<file path="config.mk">
export PLATFORM = sky130hd
export DESIGN_NAME = command_frame_crc_builder_top_flat
export DESIGN_NICKNAME = d
export VERILOG_FILES = /design/src/rtl/crb_pkg.sv /design/src/rtl/crb_if.sv /design/src/rtl/crb_cell.sv /design/src/rtl/crb_crc_row.sv /design/src/rtl/crb_out_row.sv /design/src/rtl/command_frame_crc_builder_top.sv /design/src/flat_wrapper.sv
export SDC_FILE = /design/constraint.sdc
export NUM_CORES = 1
export LEC_CHECK = 0
export BUFFER_PORTS_ARGS = -buffer_cell sky130_fd_sc_hd__buf_2
export CAP_MARGIN = 40
export CORE_MARGIN = 2
export CORE_UTILIZATION = 30
export CTS_CLUSTER_DIAMETER = 40
export DETAILED_ROUTE_END_ITERATION = 12
export PLACE_DENSITY_LB_ADDON = 0.3
export SYNTH_ARGS = -nofsm -noshare
export SYNTH_HDL_FRONTEND = slang
export SYNTH_SLANG_ARGS = --single-unit
</file>
<file path="constraint.sdc">
create_clock -name clock -period 10.7 [get_ports clock]
set_input_delay 0.535 -clock clock [delete_from_list [all_inputs] [get_ports clock]]
set_output_delay 0.535 -clock clock [all_outputs]
set_load 0.01 [all_outputs]
</file>
<file path="src/rtl/crb_pkg.sv">
package crb_pkg;

   localparam int BYTE_W    = 8;
   localparam int CRC_W     = 16;
   localparam int FRAME_LEN = 14;
   localparam int ROW_LEN   = FRAME_LEN - 1;
   localparam int STEP_W    = $clog2(ROW_LEN + 1);
   localparam int BEAT_W    = $clog2(FRAME_LEN + 1);

   localparam int LEN_POS    = 1;
   localparam int FILLER_POS = 7;
   localparam int LAST_POS   = FRAME_LEN - 1;

   localparam logic [CRC_W-1:0]  CRC_INIT    = 16'hFFFF;
   localparam logic [CRC_W-1:0]  CRC_POLY    = 16'h1021;
   localparam logic [BYTE_W-1:0] FILLER_BYTE = 8'hFF;
   localparam logic [BYTE_W-1:0] LEN_BYTE    = 8'(FRAME_LEN);

   typedef logic [BYTE_W-1:0] byte_type;
   typedef logic [FRAME_LEN-1:0][BYTE_W-1:0] frame_type;

   typedef struct packed {
      logic signed [BYTE_W-1:0] thrust_z;
      logic signed [BYTE_W-1:0] thrust_y;
      logic signed [BYTE_W-1:0] thrust_x;
      logic signed [BYTE_W-1:0] thrust_n;
      logic [BYTE_W-1:0]        ballast_cmd;
      logic [BYTE_W-1:0]        control_one;
      logic [BYTE_W-1:0]        manip_cmd;
      logic [BYTE_W-1:0]        control_two;
      logic [BYTE_W-1:0]        light_cmd;
   } cmd_type;

   typedef struct packed {
      logic      load;
      frame_type frame;
   } handoff_type;

   function automatic logic [CRC_W-1:0] crc_shift_byte(logic [CRC_W-1:0] crc,
                                                        logic [BYTE_W-1:0] data);
      logic [CRC_W-1:0] r;
      r = crc;
      for (int k = BYTE_W - 1; k >= 0; k--) begin
         r = {r[CRC_W-2:0], data[k]} ^ (r[CRC_W-1] ? CRC_POLY : '0);
      end
      return r;
   endfunction

endpackage

</file>
<file path="src/rtl/crb_if.sv">
interface crb_req_if;
   logic              valid;
   logic              ready;
   logic signed [7:0] thrust_z;
   logic signed [7:0] thrust_y;
   logic signed [7:0] thrust_x;
   logic signed [7:0] thrust_n;
   logic [7:0]        ballast_cmd;
   logic [7:0]        control_one;
   logic [7:0]        manip_cmd;
   logic [7:0]        control_two;
   logic [7:0]        light_cmd;

   modport source (
      output valid, thrust_z, thrust_y, thrust_x, thrust_n, ballast_cmd,
             control_one, manip_cmd, control_two, light_cmd,
      input  ready
   );
   modport sink (
      input  valid, thrust_z, thrust_y, thrust_x, thrust_n, ballast_cmd,
             control_one, manip_cmd, control_two, light_cmd,
      output ready
   );
endinterface

interface crb_rsp_if;
   logic       valid;
   logic       ready;
   logic [7:0] frame_byte;
   logic       frame_last;

   modport source (output valid, frame_byte, frame_last, input ready);
   modport sink (input valid, frame_byte, frame_last, output ready);
endinterface

interface crb_csr_if;
   logic       valid;
   logic       ready;
   logic [7:0] frame_id;

   modport source (output valid, frame_id, input ready);
   modport sink (input valid, frame_id, output ready);
endinterface

</file>
<file path="src/rtl/crb_cell.sv">
module crb_cell
   import crb_pkg::*;
(
   input  logic     clock,
   input  logic     load_en,
   input  byte_type load_byte,
   input  logic     shift_en,
   input  byte_type shift_byte,
   output byte_type cell_q
);

   byte_type data_ff;
   byte_type data_in;

   always_comb begin
      data_in = data_ff;
      if (load_en) begin
         data_in = load_byte;
      end else if (shift_en) begin
         data_in = shift_byte;
      end
   end

   always_ff @(posedge clock) begin
      data_ff <= data_in;
   end

   assign cell_q = data_ff;

endmodule

</file>
<file path="src/rtl/crb_crc_row.sv">
module crb_crc_row
   import crb_pkg::*;
(
   input  logic        clock,
   input  logic        reset,
   input  logic        accept_i,
   input  cmd_type     cmd_i,
   input  byte_type    frame_id_i,
   input  logic        out_free_i,
   output logic        ready_o,
   output handoff_type handoff_o
);

   logic [ROW_LEN-1:0][BYTE_W-1:0] load_q;
   logic [ROW_LEN-1:0][BYTE_W-1:0] row_q;

   logic              full_ff, full_in;
   logic [STEP_W-1:0] step_ff, step_in;
   logic [CRC_W-1:0]  crc_ff, crc_in;
   byte_type          id_ff, id_in;
   logic              done;
   logic              step_en;
   logic              load;

   always_comb begin
      load_q     = '0;
      load_q[0]  = LEN_BYTE;
      load_q[1]  = cmd_i.thrust_z;
      load_q[2]  = cmd_i.thrust_y;
      load_q[3]  = cmd_i.thrust_x;
      load_q[4]  = cmd_i.thrust_n;
      load_q[5]  = cmd_i.ballast_cmd;
      load_q[6]  = FILLER_BYTE;
      load_q[7]  = cmd_i.control_one;
      load_q[8]  = cmd_i.manip_cmd;
      load_q[9]  = cmd_i.control_two;
      load_q[10] = cmd_i.light_cmd;
   end

   assign done    = full_ff && (step_ff == STEP_W'(ROW_LEN));
   assign step_en = full_ff && !done;
   assign load    = done && out_free_i;
   assign ready_o = !full_ff || load;

   // rotate the row once around: data bytes, then the two zero bytes, through the CRC
   for (genvar i = 0; i < ROW_LEN; i++) begin : g_cell
      crb_cell u_cell (
         .clock      (clock),
         .load_en    (accept_i),
         .load_byte  (load_q[i]),
         .shift_en   (step_en),
         .shift_byte (row_q[(i + 1) % ROW_LEN]),
         .cell_q     (row_q[i])
      );
   end

   always_comb begin
      full_in = full_ff;
      step_in = step_ff;
      crc_in  = crc_ff;
      id_in   = id_ff;
      if (accept_i) begin
         full_in = 1'b1;
         step_in = '0;
         crc_in  = crc_shift_byte(CRC_INIT, frame_id_i);
         id_in   = frame_id_i;
      end else if (step_en) begin
         step_in = step_ff + 1'b1;
         crc_in  = crc_shift_byte(crc_ff, row_q[0]);
      end else if (load) begin
         full_in = 1'b0;
      end
   end

   always_ff @(posedge clock) begin
      if (reset) begin
         full_ff <= 1'b0;
         step_ff <= '0;
      end else begin
         full_ff <= full_in;
         step_ff <= step_in;
      end
      crc_ff <= crc_in;
      id_ff  <= id_in;
   end

   always_comb begin
      handoff_o.load     = load;
      handoff_o.frame    = '0;
      handoff_o.frame[0] = id_ff;
      for (int i = 1; i < FRAME_LEN - 2; i++) begin
         handoff_o.frame[i] = row_q[i-1];
      end
      handoff_o.frame[FRAME_LEN-2] = crc_ff[CRC_W-1:BYTE_W];
      handoff_o.frame[FRAME_LEN-1] = crc_ff[BYTE_W-1:0];
   end

endmodule

</file>
<file path="src/rtl/crb_out_row.sv">
module crb_out_row
   import crb_pkg::*;
(
   input  logic        clock,
   input  logic        reset,
   input  handoff_type handoff_i,
   input  logic        out_ready_i,
   output logic        out_free_o,
   output logic        out_valid_o,
   output byte_type    out_byte_o,
   output logic        out_last_o
);

   logic [FRAME_LEN-1:0][BYTE_W-1:0] row_q;
   logic [BEAT_W-1:0]                left_ff, left_in;
   logic                             advance;

   assign out_valid_o = (left_ff != '0);
   assign out_last_o  = (left_ff == BEAT_W'(1));
   assign out_byte_o  = row_q[0];
   assign advance     = out_valid_o && out_ready_i;
   assign out_free_o  = !out_valid_o || (out_last_o && out_ready_i);

   for (genvar i = 0; i < FRAME_LEN; i++) begin : g_cell
      crb_cell u_cell (
         .clock      (clock),
         .load_en    (handoff_i.load),
         .load_byte  (handoff_i.frame[i]),
         .shift_en   (advance),
         .shift_byte ((i == FRAME_LEN - 1) ? byte_type'(0) : row_q[(i + 1) % FRAME_LEN]),
         .cell_q     (row_q[i])
      );
   end

   always_comb begin
      left_in = left_ff;
      if (handoff_i.load) begin
         left_in = BEAT_W'(FRAME_LEN);
      end else if (advance) begin
         left_in = left_ff - 1'b1;
      end
   end

   always_ff @(posedge clock) begin
      if (reset) begin
         left_ff <= '0;
      end else begin
         left_ff <= left_in;
      end
   end

endmodule

</file>
<file path="src/rtl/command_frame_crc_builder_top.sv">
// A command is rotated through the CRC in the CRC row and then handed to the output row,
// which offers the frame bytes in order, the last one marked.
// The 14-byte output row sends one byte per cycle while the output side is ready; the
// 13-step CRC rotation of the next command overlaps it.
// Reset (synchronous, active high) empties both rows and sets the frame id to 0.
module command_frame_crc_builder_top
   import crb_pkg::*;
(
   input  logic     clock,
   input  logic     reset,
   crb_req_if.sink  req_chan,
   crb_rsp_if.source rsp_chan,
   crb_csr_if.sink  csr_chan
);

   byte_type    frame_id_ff;
   byte_type    frame_id_in;
   cmd_type     cmd;
   handoff_type handoff;
   logic        req_ready;
   logic        out_free;

   assign csr_chan.ready = 1'b1;

   always_comb begin
      frame_id_in = frame_id_ff;
      if (csr_chan.valid) begin
         frame_id_in = csr_chan.frame_id;
      end
   end

   always_ff @(posedge clock) begin
      if (reset) begin
         frame_id_ff <= '0;
      end else begin
         frame_id_ff <= frame_id_in;
      end
   end

   always_comb begin
      cmd.thrust_z    = req_chan.thrust_z;
      cmd.thrust_y    = req_chan.thrust_y;
      cmd.thrust_x    = req_chan.thrust_x;
      cmd.thrust_n    = req_chan.thrust_n;
      cmd.ballast_cmd = req_chan.ballast_cmd;
      cmd.control_one = req_chan.control_one;
      cmd.manip_cmd   = req_chan.manip_cmd;
      cmd.control_two = req_chan.control_two;
      cmd.light_cmd   = req_chan.light_cmd;
   end

   assign req_chan.ready = req_ready;

   crb_crc_row u_crc_row (
      .clock      (clock),
      .reset      (reset),
      .accept_i   (req_chan.valid && req_ready),
      .cmd_i      (cmd),
      .frame_id_i (frame_id_ff),
      .out_free_i (out_free),
      .ready_o    (req_ready),
      .handoff_o  (handoff)
   );

   crb_out_row u_out_row (
      .clock       (clock),
      .reset       (reset),
      .handoff_i   (handoff),
      .out_ready_i (rsp_chan.ready),
      .out_free_o  (out_free),
      .out_valid_o (rsp_chan.valid),
      .out_byte_o  (rsp_chan.frame_byte),
      .out_last_o  (rsp_chan.frame_last)
   );

endmodule

</file>
<file path="src/flat_wrapper.sv">
// flat-port wrapper written by rule: the top's interface ports become plain ports
module command_frame_crc_builder_top_flat import crb_pkg::*;
  (clock, reset, req_chan_valid, req_chan_thrust_z, req_chan_thrust_y, req_chan_thrust_x, req_chan_thrust_n, req_chan_ballast_cmd, req_chan_control_one, req_chan_manip_cmd, req_chan_control_two, req_chan_light_cmd, req_chan_ready, rsp_chan_valid, rsp_chan_frame_byte, rsp_chan_frame_last, rsp_chan_ready, csr_chan_valid, csr_chan_frame_id, csr_chan_ready);
  crb_req_if req_chan_i ();
  crb_rsp_if rsp_chan_i ();
  crb_csr_if csr_chan_i ();
  input  logic clock;
  input  logic reset;
  input wire logic [$bits(req_chan_i.valid)-1:0] req_chan_valid;
  input wire logic [$bits(req_chan_i.thrust_z)-1:0] req_chan_thrust_z;
  input wire logic [$bits(req_chan_i.thrust_y)-1:0] req_chan_thrust_y;
  input wire logic [$bits(req_chan_i.thrust_x)-1:0] req_chan_thrust_x;
  input wire logic [$bits(req_chan_i.thrust_n)-1:0] req_chan_thrust_n;
  input wire logic [$bits(req_chan_i.ballast_cmd)-1:0] req_chan_ballast_cmd;
  input wire logic [$bits(req_chan_i.control_one)-1:0] req_chan_control_one;
  input wire logic [$bits(req_chan_i.manip_cmd)-1:0] req_chan_manip_cmd;
  input wire logic [$bits(req_chan_i.control_two)-1:0] req_chan_control_two;
  input wire logic [$bits(req_chan_i.light_cmd)-1:0] req_chan_light_cmd;
  output wire logic [$bits(req_chan_i.ready)-1:0] req_chan_ready;
  output wire logic [$bits(rsp_chan_i.valid)-1:0] rsp_chan_valid;
  output wire logic [$bits(rsp_chan_i.frame_byte)-1:0] rsp_chan_frame_byte;
  output wire logic [$bits(rsp_chan_i.frame_last)-1:0] rsp_chan_frame_last;
  input wire logic [$bits(rsp_chan_i.ready)-1:0] rsp_chan_ready;
  input wire logic [$bits(csr_chan_i.valid)-1:0] csr_chan_valid;
  input wire logic [$bits(csr_chan_i.frame_id)-1:0] csr_chan_frame_id;
  output wire logic [$bits(csr_chan_i.ready)-1:0] csr_chan_ready;
  assign req_chan_i.valid = req_chan_valid;
  assign req_chan_i.thrust_z = req_chan_thrust_z;
  assign req_chan_i.thrust_y = req_chan_thrust_y;
  assign req_chan_i.thrust_x = req_chan_thrust_x;
  assign req_chan_i.thrust_n = req_chan_thrust_n;
  assign req_chan_i.ballast_cmd = req_chan_ballast_cmd;
  assign req_chan_i.control_one = req_chan_control_one;
  assign req_chan_i.manip_cmd = req_chan_manip_cmd;
  assign req_chan_i.control_two = req_chan_control_two;
  assign req_chan_i.light_cmd = req_chan_light_cmd;
  assign req_chan_ready = req_chan_i.ready;
  assign rsp_chan_valid = rsp_chan_i.valid;
  assign rsp_chan_frame_byte = rsp_chan_i.frame_byte;
  assign rsp_chan_frame_last = rsp_chan_i.frame_last;
  assign rsp_chan_i.ready = rsp_chan_ready;
  assign csr_chan_i.valid = csr_chan_valid;
  assign csr_chan_i.frame_id = csr_chan_frame_id;
  assign csr_chan_ready = csr_chan_i.ready;
  command_frame_crc_builder_top u_core (.clock(clock), .reset(reset), .req_chan(req_chan_i), .rsp_chan(rsp_chan_i), .csr_chan(csr_chan_i));
endmodule
</file>
==> results.toml, run 1 <==
[yosys]
synth_top_area_frac = 0.568
synth-edff-count = 208
synthCells = 669
ys.flop_type = "edfxtp_1"
syn_area_um2 = 11000
yosysSeqAreaShare = 0.657
ys_seq_elements = 257
yosysUniqueCellTypes = 44
ys_async_sr_fraction = 0
avgSynthCellArea_um2 = 16.4
synth_area_leader_cell = "edfxtp_1"
syn-num-nets = 759
yosys_warnings = 0
synth_area_leaders = "edfxtp_1 (57%), mux2_2 (16%), dfxtp_1 (8.9%), mux2_4 (3.7%), a22o_1 (2.9%)"

[sta]
slew-limit-headroom = 0.441
grt_setup_unrepaired = "false"
skew_ps = 24.4
max_clock_freq_mhz = 306
finalCritPeriodShare = 0.305
fin_ws_ps = 7430
final.setup.tns_ps = 0
worst_slew_pin_slew_ps = 838
hold_viol_final = 0
setup_viol = 0
fin_crit_ps = 3270
drv_slew = 0

[clocking]
clock-sinks = 257
cts_tree = "done"
hold_buffers = 0
h-tree-depth = 2
ctsResizeCount = 0
cts.path.max_buffers = 3
clock_latency_ps = 550
cts_made_buffers = 39
root_buffer = "clkbuf_16"
cts_setup_buffers = 0
path_clk_slew_ps = 60

[floorplanning]
initial_core_util = 0.302
die_area_um2 = 38200
die_w_um = 195
pin_count = 97
die_h_um = 195
core.rowCount = 70
core_um2 = 36300

[pwr]
pwr-share-seq = 0.458
internal_power_mw = 2.69
swShare = 0.279
p_comb_frac = 0.196
clkPwrFrac = 0.346
power_density_nw_per_um2 = 280
irDropWorstVdd_v = 0.0000992
switchingPower_mw = 1.04
p_leak_nw = 4.97

[global_route]
use_met2 = 0.206
grt_max_degree = 66
grt_pass1_wl_mm = 37.2
use_met3 = 0.0276
gr-total-overflow = 0
grt.total_usage = 0.128
antenna_found_initial = 2
grt-busiest-layer = "met2"
grt_pass1_vias = 6030
gr-usage-met1 = 0.171

[worst_hold_path]
hold_path.class = "in2reg"
holdCritStartpoint = "csr_chan_frame_id[4]"
hold_path_end = "u_core.frame_id_ff[4]"
hold_depth = 3

[setup_path]
cpLargestDelayFamily = "buffers and inverters"
cp.buffers_inverters = 3
cp_data_required_time_ps = 10980
path_cells = "ha_1 -> nand3_1 -> buf_8 -> nand2_1 -> nand3_4 -> inv_2 -> buf_4 -> mux2_2"
cpPeakStageDelay_ps = 440
start_kind = "register"
cp.arrival_ps = 3540
r2r-start = "u_core.u_crc_row.step_ff[0]"
end_kind = "register"
reg2reg_depth = 8
cp_max_fo = 21
slowest_stage = "inv_2"
r2r_slack_ps = 7430
regToRegEndpoint = "u_core.u_crc_row.g_cell[5].u_cell.cell_q[1]"
worstSetupPathType = "reg2reg"

[run_status]
outcome = "completed"

[place]
numPortBuffers = 95
hpwl_mm = 15.9
place_area_um2 = 12000
dp.cells = 1208
gp_congestion = 0.755
dpl_worst_slack_ps = 7460

[finish]
fin_area_um2 = 13300
final_cell_mix = "edfxtp_1 (208), mux2_2 (153), buf_2 (95), dfxtp_1 (49), clkbuf_16 (40)"
syn2layout_area_growth_pct = 21.3
post-route-util = 0.367
nNetsFinal = 871
final_common_cell = "edfxtp_1"
drive_above_1_share = 0.447
stdcell_count = 1281

[detailed_routing]
vias_per_cell = 4.63
drt-initial-drc-count = 454
first_pass_iters = 4
ant_nets = 0
drc = 0
routed_wl_mm = 24.5
vias = 5934
wl_per_cell_um = 19.1

[flow_run]
max_cap_viol_count = 0
## flip-flops by register name, summed over array words and instances (netlist names)
| name | flops |
|---|---|
| u_core.u_crc_row.step_ff | 4 |
| u_core.u_out_row.left_ff | 4 |
| u_core.u_out_row.g_cell.u_cell.cell_q | 112 |
| u_core.u_crc_row.crc_ff | 16 |
| u_core.u_crc_row.id_ff | 8 |
| u_core.u_crc_row.full_ff | 1 |
| u_core.u_crc_row.g_cell.u_cell.cell_q | 104 |
| u_core.frame_id_ff | 8 |
## stage by stage
| step | power [mW] | hold slack [ps] |
|---|---|---|
| 3_5_place_dp | 2.47 | 454 |
| 6_report | 3.74 | 237 |
| 2_1_floorplan | 2.26 | 425 |
| 3_3_place_gp | 2.46 | 449 |
| 4_1_cts | 3.79 | 224 |
| 5_1_grt | 3.92 | 235 |
## tightest hold or removal path, delay by kind of cell
kind | cells | cell delay (ps)
buffers and inverters | 1 | 80
multiplexers | 1 | 50
AND/OR/NAND/NOR | 1 | 70
## worst max path at each step
stage,startpoint,cells past startpoint,end
CTS,u_core.u_crc_row.step_ff[0],8,u_core.u_crc_row.g_cell[5].u_cell.cell_q[3]
floorplan,u_core.u_out_row.left_ff[0],4,u_core.u_out_row.g_cell[0].u_cell.cell_q[0]
global route,u_core.u_crc_row.step_ff[0],7,u_core.u_out_row.g_cell[3].u_cell.cell_q[1]
detailed placement,u_core.u_crc_row.step_ff[0],7,u_core.u_out_row.g_cell[9].u_cell.cell_q[1]
global placement,u_core.u_crc_row.step_ff[0],7,u_core.u_crc_row.g_cell[5].u_cell.cell_q[7]
finish,u_core.u_crc_row.step_ff[0],8,u_core.u_crc_row.g_cell[5].u_cell.cell_q[1]
## cell families (layout without fill, tap and decap cells)
family / Yosys count / count (layout) / share of synthesized area
other: 1 / 2 / 0.000341
AND/OR/NAND/NOR: 65 / 65 / 0.0310
buffers and inverters: 41 / 184 / 0.0240
adder cells (fa/ha/maj): 5 / 5 / 0.00569
AO/OA/AOI/OAI: 82 / 82 / 0.0560
multiplexers: 193 / 193 / 0.206
flip-flops: 257 / 257 / 0.657
XOR/XNOR: 25 / 25 / 0.0199
## power groups by stage
stage / Combinational [mW] / Clock, mW / Sequential (mW)
2_1_floorplan: 0.563 / 0 / 1.70
3_3_place_gp: 0.722 / 0 / 1.73
6_report: 0.733 / 1.29 / 1.71
5_1_grt: 0.806 / 1.37 / 1.75
4_1_cts: 0.746 / 1.32 / 1.72
3_5_place_dp: 0.737 / 0 / 1.73
## Yosys cell counts, types with 5 or more instances
master / n
edfxtp_1: 208
mux2_2: 153
dfxtp_1: 49
a22o_1: 36
mux2_4: 27
xnor2_1: 21
nand2_1: 20
nor2_1: 17
a21oi_1: 13
buf_6: 12
mux2i_1: 12
a2bb2oi_1: 10
and2_1: 10
o22ai_1: 10
buf_2: 9
clkbuf_1: 9
o21ai_0: 6
ha_1: 5
## per-layer routing
metal  share of wire  vias up
li1                -     2814
met1            0.46     2949
met2            0.47      130
met3           0.048       39
met4           0.022        2
met5         0.00053        -
## final cells by class
type / instances / area [µm²]
Multi-Input combinational cell: 371 / 3520
Timing Repair Buffer: 107 / 626
Antenna cell: 1 / 2.50
Inverter: 5 / 18.8
Sequential cell: 257 / 7230
Clock buffer: 44 / 1020
Fill cell: 3419 / 23000
Tap cell: 468 / 586
Clock inverter: 28 / 342
(Power assumes the default switching activity.)
==> run 2: changes to the inputs <==
--- a/config.mk
+++ b/config.mk
@@ -5,6 +5,7 @@
 export SDC_FILE = /design/constraint.sdc
 export NUM_CORES = 1
 export LEC_CHECK = 0
+export ABC_AREA = 1
 export BUFFER_PORTS_ARGS = -buffer_cell sky130_fd_sc_hd__buf_2
 export CAP_MARGIN = 40
 export CORE_MARGIN = 2
==> constraint.sdc (replaced) <==
create_clock -name clock -period 2.7 [get_ports clock]
set_input_delay 0.135 -clock clock [delete_from_list [all_inputs] [get_ports clock]]
set_output_delay 0.135 -clock clock [all_outputs]
set_load 0.01 [all_outputs]
==> run 2 against run 1 <==
Cell count increased by 38%. Die area increased by 0.18%. Count of clock-buffer cells in the layout increased by 1. Sequential share of layout area decreased by 2.4 points. Register-to-register slack got worse by 6900 ps. The run now ends with negative hold slack left. Non-clock buffer count increased by 83. Sequential power increased to 3.7 times the previous value. Via count increased by 34%. Global-route usage increased by 1.0 points.
==> results.toml, run 2 <==
[global_route]
use_met3 = 0.0223
grt_pass1_vias = 7840
gr-total-overflow = 0
use_met2 = 0.220
gr-usage-met1 = 0.193
grt.total_usage = 0.138
grt-busiest-layer = "met2"
grt_max_degree = 104
antenna_found_initial = 0
grt_pass1_wl_mm = 42.0

[place]
gp_congestion = 0.773
dpl_worst_slack_ps = 509
place_area_um2 = 12000
hpwl_mm = 16.8
dp.cells = 1635
numPortBuffers = 95

[detailed_routing]
wl_per_cell_um = 15.0
first_pass_iters = 5
vias_per_cell = 4.49
routed_wl_mm = 26.6
ant_nets = 0
drc = 0
vias = 7967
drt-initial-drc-count = 527

[pwr]
irDropWorstVdd_v = 0.000596
power_density_nw_per_um2 = 987
power_mw = 13.8
p_leak_nw = 6.01

[setup_path]
path_cells = "ha_1 -> nand3_1 -> nor2_1 -> nand2_4 -> nand2_4 -> buf_12 -> buf_2"
start_kind = "register"
cp_common_cell = "nand2_4"
worstSetupPathType = "reg2out"
slowest_stage = "dfxtp_1"
cpLargestDelayFamily = "buffers and inverters"
cp.arrival_ps = 2190
reg2reg_depth = 8
cp_data_required_time_ps = 2570
end_kind = "primary output"
crit_cells = 7
cpPeakStageDelay_ps = 390
cp_max_fo = 103
cp.buffers_inverters = 2

[sta]
max_clock_freq_mhz = 430
worst_slew_pin_slew_ps = 648
grt_setup_unrepaired = "false"
hold_viol_final = 1
finalCritPeriodShare = 0.861
drv_slew = 0
fin_crit_ps = 2330
whs_ps = -1.58
slew-limit-headroom = 0.568
setup_viol = 0
fin_ws_ps = 375
final.setup.tns_ps = 0
skew_ps = 22.9

[yosys]
syn_area_um2 = 11000
synth-edff-count = 208
ys.flop_type = "edfxtp_1"
synth_area_leader_cell = "edfxtp_1"
synth_area_leaders = "edfxtp_1 (57%), nand2_1 (19%), dfxtp_1 (8.9%), nand3_1 (4.4%), a22oi_1 (1.4%)"
synth_top_area_frac = 0.567
synth.most_common_cell = "nand2_1"
yosysSeqAreaShare = 0.656
synthCells = 1114
ys_top_cells_by_count = "nand2_1 (547), edfxtp_1 (208), nand3_1 (97)"
yosys_warnings = 0
ys_async_sr_fraction = 0
yosysUniqueCellTypes = 26
ys_seq_elements = 257
avgSynthCellArea_um2 = 9.88
syn-num-nets = 1204

[finish]
post-route-util = 0.384
num-fill-cells = 3510
antennaDiodeCount = 0
final_common_cell = "nand2_1"
nNetsFinal = 1367
fin_area_um2 = 14000
drive_above_1_share = 0.143
multiInputGateArea_um2 = 3330
stdcell_count = 1773
seq_area_um2 = 7230
largest_register_ffs = 112
final_cell_mix = "nand2_1 (545), edfxtp_1 (208), nand3_1 (97), buf_2 (94), dlygate4sd3_1 (72)"
syn2layout_area_growth_pct = 26.8

[worst_hold_path]
hold_path.class = "in2reg"
hold_depth = 3

[clocking]
ctsResizeCount = 0
cts_tree = "done"
h-tree-depth = 2
clock-sinks = 257
cts_made_buffers = 36
cts.path.max_buffers = 3
clock_latency_ps = 510
path_clk_slew_ps = 50
root_buffer = "clkbuf_16"

[floorplanning]
pin_count = 97
initial_core_util = 0.303
die_h_um = 196
core.rowCount = 70
die_w_um = 196
core_um2 = 36300
die_area_um2 = 38300

[run_status]
outcome = "finished, violations left"
violations = "negative hold slack"

[flow_run]
max_cap_viol_count = 0
-- run 2: cell count changes after synthesis, sizes merged, moves of 11 or more --
| cell | delta |
|---|---|
| a22o | -36 |
| nor2 | +18 |
| a22oi | +21 |
| buf | +24 |
| a21oi | -13 |
| inv | +27 |
| xor2 | +11 |
| mux2i | -12 |
| nand3 | +94 |
| mux2 | -181 |
| nand2 | +531 |
-- run 2: area by class of cell --
class / count / area share
flip-flops and latches: 257 / 0.518
multi-input cells: 760 / 0.239
repair buffers: 190 / 0.104
clock buffers: 45 / 0.0722
well taps: 468 / 0.0419
clock inverters: 21 / 0.0173
inverters: 32 / 0.00860
-- run 2: path summary, 6_finish.rpt --
kind,from,endpoint,slack (ps)
max reg2reg,u_core.u_crc_row.step_ff[0],u_core.u_crc_row.g_cell[10].u_cell.cell_q[7],520
min reg2reg,u_core.frame_id_ff[2],u_core.u_crc_row.id_ff[2],470
min,req_chan_ballast_cmd[6],u_core.u_crc_row.g_cell[5].u_cell.cell_q[6],-2
max,u_core.u_crc_row.step_ff[0],req_chan_ready,370
-- run 2: per-layer routing --
layer | part of all wire | vias up
li1 | - | 3996
met1 | 0.47 | 3765
met2 | 0.46 | 162
met3 | 0.039 | 44
met4 | 0.025 | 0
met5 | 0 | -
-- run 2: logic make-up (layout without fill, tap and decap cells) --
family / after synthesis / after routing / synth area share
simple gates: 690 / 690 / 0.250
flops: 257 / 257 / 0.656
buf+inv: 97 / 288 / 0.0439
compound gates: 36 / 36 / 0.0212
xor+xnor: 28 / 28 / 0.0223
fa+ha+maj: 5 / 5 / 0.00568
other cells: 1 / 1 / 0.000341
-- run 2: power by group --
part	leakage [nW]	internal [mW]	switching [mW]	total, mW
sequential	2.41	5.81	0.470	6.28
combinational	3.00	1.05	1.66	2.71
clock	0.605	2.99	1.79	4.78
total	6.01	9.85	3.92	13.8
-- run 2: tightest hold or removal path: cells and delay by family --
| kind | cells | cell delay (ps) |
|---|---|---|
| buf+inv | 1 | 70 |
| simple gates | 2 | 190 |
-- run 2: repair_timing --
item | CTS | global route
endpoints found under the hold margin | 74 | 0
buffers inserted | 0 | 0
hold buffers | 72 | 0
==> run 3: changes to the inputs <==
==> constraint.sdc (replaced) <==
create_clock -name clock -period 2.7 [get_ports clock]
set_input_delay 0.405 -clock clock [delete_from_list [all_inputs] [get_ports clock]]
set_output_delay 0.405 -clock clock [all_outputs]
set_load 0.01 [all_outputs]
==> run 3 against run 2 <==
The flow now finishes without violations. Largest power group unchanged. Sequential share of layout area increased by 2.8 points. Non-clock buffer count decreased by 75. Combinational power decreased by 7.7%. Hold slack improved by 140 ps. Largest cell class unchanged.
==> results.toml, run 3 (synthesis gave the netlist of run 2 again) <==
[global_route]
gr-total-overflow = 0
grt_pass1_wl_mm = 41.1
grt.total_usage = 0.136
use_met2 = 0.203
antenna_found_initial = 0
gr-usage-met1 = 0.198
use_met3 = 0.0252
grt_pass1_vias = 7394
grt_max_degree = 104
grt-busiest-layer = "met2"

[detailed_routing]
first_pass_iters = 5
drc = 0
routed_wl_mm = 26.5
vias_per_cell = 4.54
ant_nets = 0
drt-initial-drc-count = 585
wl_per_cell_um = 15.6
vias = 7717

[finish]
drive_above_1_share = 0.148
nNetsFinal = 1294
fin_area_um2 = 13300
multiInputGateArea_um2 = 3330
seq_area_um2 = 7230
num-fill-cells = 3602
antennaDiodeCount = 0
final_common_cell = "nand2_1"
post-route-util = 0.365
final_cell_mix = "nand2_1 (545), edfxtp_1 (208), nand3_1 (97), buf_2 (94), dfxtp_1 (49)"
largest_register_ffs = 112
syn2layout_area_growth_pct = 20.3

[setup_path]
path_cells = "ha_1 -> nand3_1 -> nor2_1 -> nand2_4 -> nand2_4 -> buf_16 -> buf_2"
worstSetupPathType = "reg2out"
cp.buffers_inverters = 2
end_kind = "primary output"
cpPeakStageDelay_ps = 390
start_kind = "register"
cpLargestDelayFamily = "simple AND/OR/NAND/NOR gates"
cp_common_cell = "nand2_4"
cp.arrival_ps = 2040
cp_data_required_time_ps = 2300
cp_max_fo = 52
slowest_stage = "dfxtp_1"

[sta]
grt_setup_unrepaired = "false"
max_clock_freq_mhz = 410
finalCritPeriodShare = 0.904
fin_ws_ps = 259
worst_slew_pin_slew_ps = 665
drv_slew = 0
hold_viol_final = 0
setup_viol = 0
final.setup.tns_ps = 0
slew-limit-headroom = 0.557
skew_ps = 18.2
fin_crit_ps = 2440

[clocking]
root_buffer = "clkbuf_16"
h-tree-depth = 2
cts.path.max_buffers = 3
clock-sinks = 257
path_clk_slew_ps = 50
hold_buffers = 0
cts_made_buffers = 38
clock_latency_ps = 510
cts_tree = "done"

[pwr]
power_density_nw_per_um2 = 1030
irDropWorstVdd_v = 0.000587
internal_power_mw = 9.76
swShare = 0.284
clkPwrFrac = 0.354
p_leak_nw = 5.70
switchingPower_mw = 3.88
p_comb_frac = 0.183
pwr-share-seq = 0.463

[floorplanning]
die_w_um = 196
initial_core_util = 0.303
pin_count = 97
core.rowCount = 70
die_h_um = 196
core_um2 = 36300
die_area_um2 = 38300

[flow_run]
max_cap_viol_count = 0

[place]
gp_congestion = 0.738
dpl_worst_slack_ps = 523
hpwl_mm = 16.7
numPortBuffers = 95
place_area_um2 = 12000

[worst_hold_path]
hold_path.class = "in2reg"

[run_status]
outcome = "completed"
run 3: changes by cell type in the layout (fill, tap and decap cells not counted), moves of 2 or more:
cell,change
clkinv_1,+2
clkinv_8,-2
inv_6,-2
clkinvlp_4,+3
clkbuf_16,+3
buf_4,-4
clkbuf_8,-2
clkbuf_1,+2
dlygate4sd3_1,-72
run 3: repair_timing:
item | in CTS | in global routing
buffers inserted | 0 | 0
setup endpoints to repair | 0 | 1
resized for setup | 0 | 1
run 3: path summary, 6_finish.rpt:
kind,start,end,slack [ps],cells after the start
worst max-delay path,u_core.u_crc_row.step_ff[0],req_chan_ready,260,7
worst min-delay path,reset,u_core.u_crc_row.full_ff,130,2
worst max register to register,u_core.u_crc_row.step_ff[0],u_core.u_crc_row.g_cell[10].u_cell.cell_q[5],500,8
worst min register to register,u_core.frame_id_ff[1],u_core.u_crc_row.id_ff[1],460,0
run 3: layer usage:
layer,share of wire,vias to the layer above
met4,0.024,0
met3,0.049,49
met2,0.45,182
met1,0.48,3637
met5,0,-
li1,-,3849
run 3: worst reg2reg max path, delay by kind of cell (launching register included):
| family | cells | cell delay, ps |
|---|---|---|
| adders and majority gates | 1 | 170 |
| buffers and inverters | 1 | 260 |
| DFF | 1 | 390 |
| and+or+nand+nor | 6 | 1070 |
run 3: cell type report:
cell class / count / share of cell area
Clock inverter: 22 / 0.0167
Inverter: 32 / 0.00906
Sequential cell: 257 / 0.545
Tap cell: 468 / 0.0442
Timing Repair Buffer: 115 / 0.0550
Multi-Input combinational cell: 760 / 0.251
Clock buffer: 47 / 0.0783
run 3: metrics by stage:
stage          cells  total power, mW  hold WS, ps
5_1_grt         1701             14.4          137
6_report        1701             13.6          134
3_5_place_dp    1631             8.91          444
4_1_cts         1700             13.8          115
2_1_floorplan   1114             8.05          416
3_3_place_gp    1631             8.88          450
run 3: power groups by stage:
stage	Combinational, mW	Clock, mW	Sequential [mW]
floorplan	1.76	0	6.28
global placement	2.49	0	6.39
global route	2.88	5.09	6.42
detailed placement	2.53	0	6.39
CTS	2.53	4.94	6.32
finish	2.50	4.83	6.31
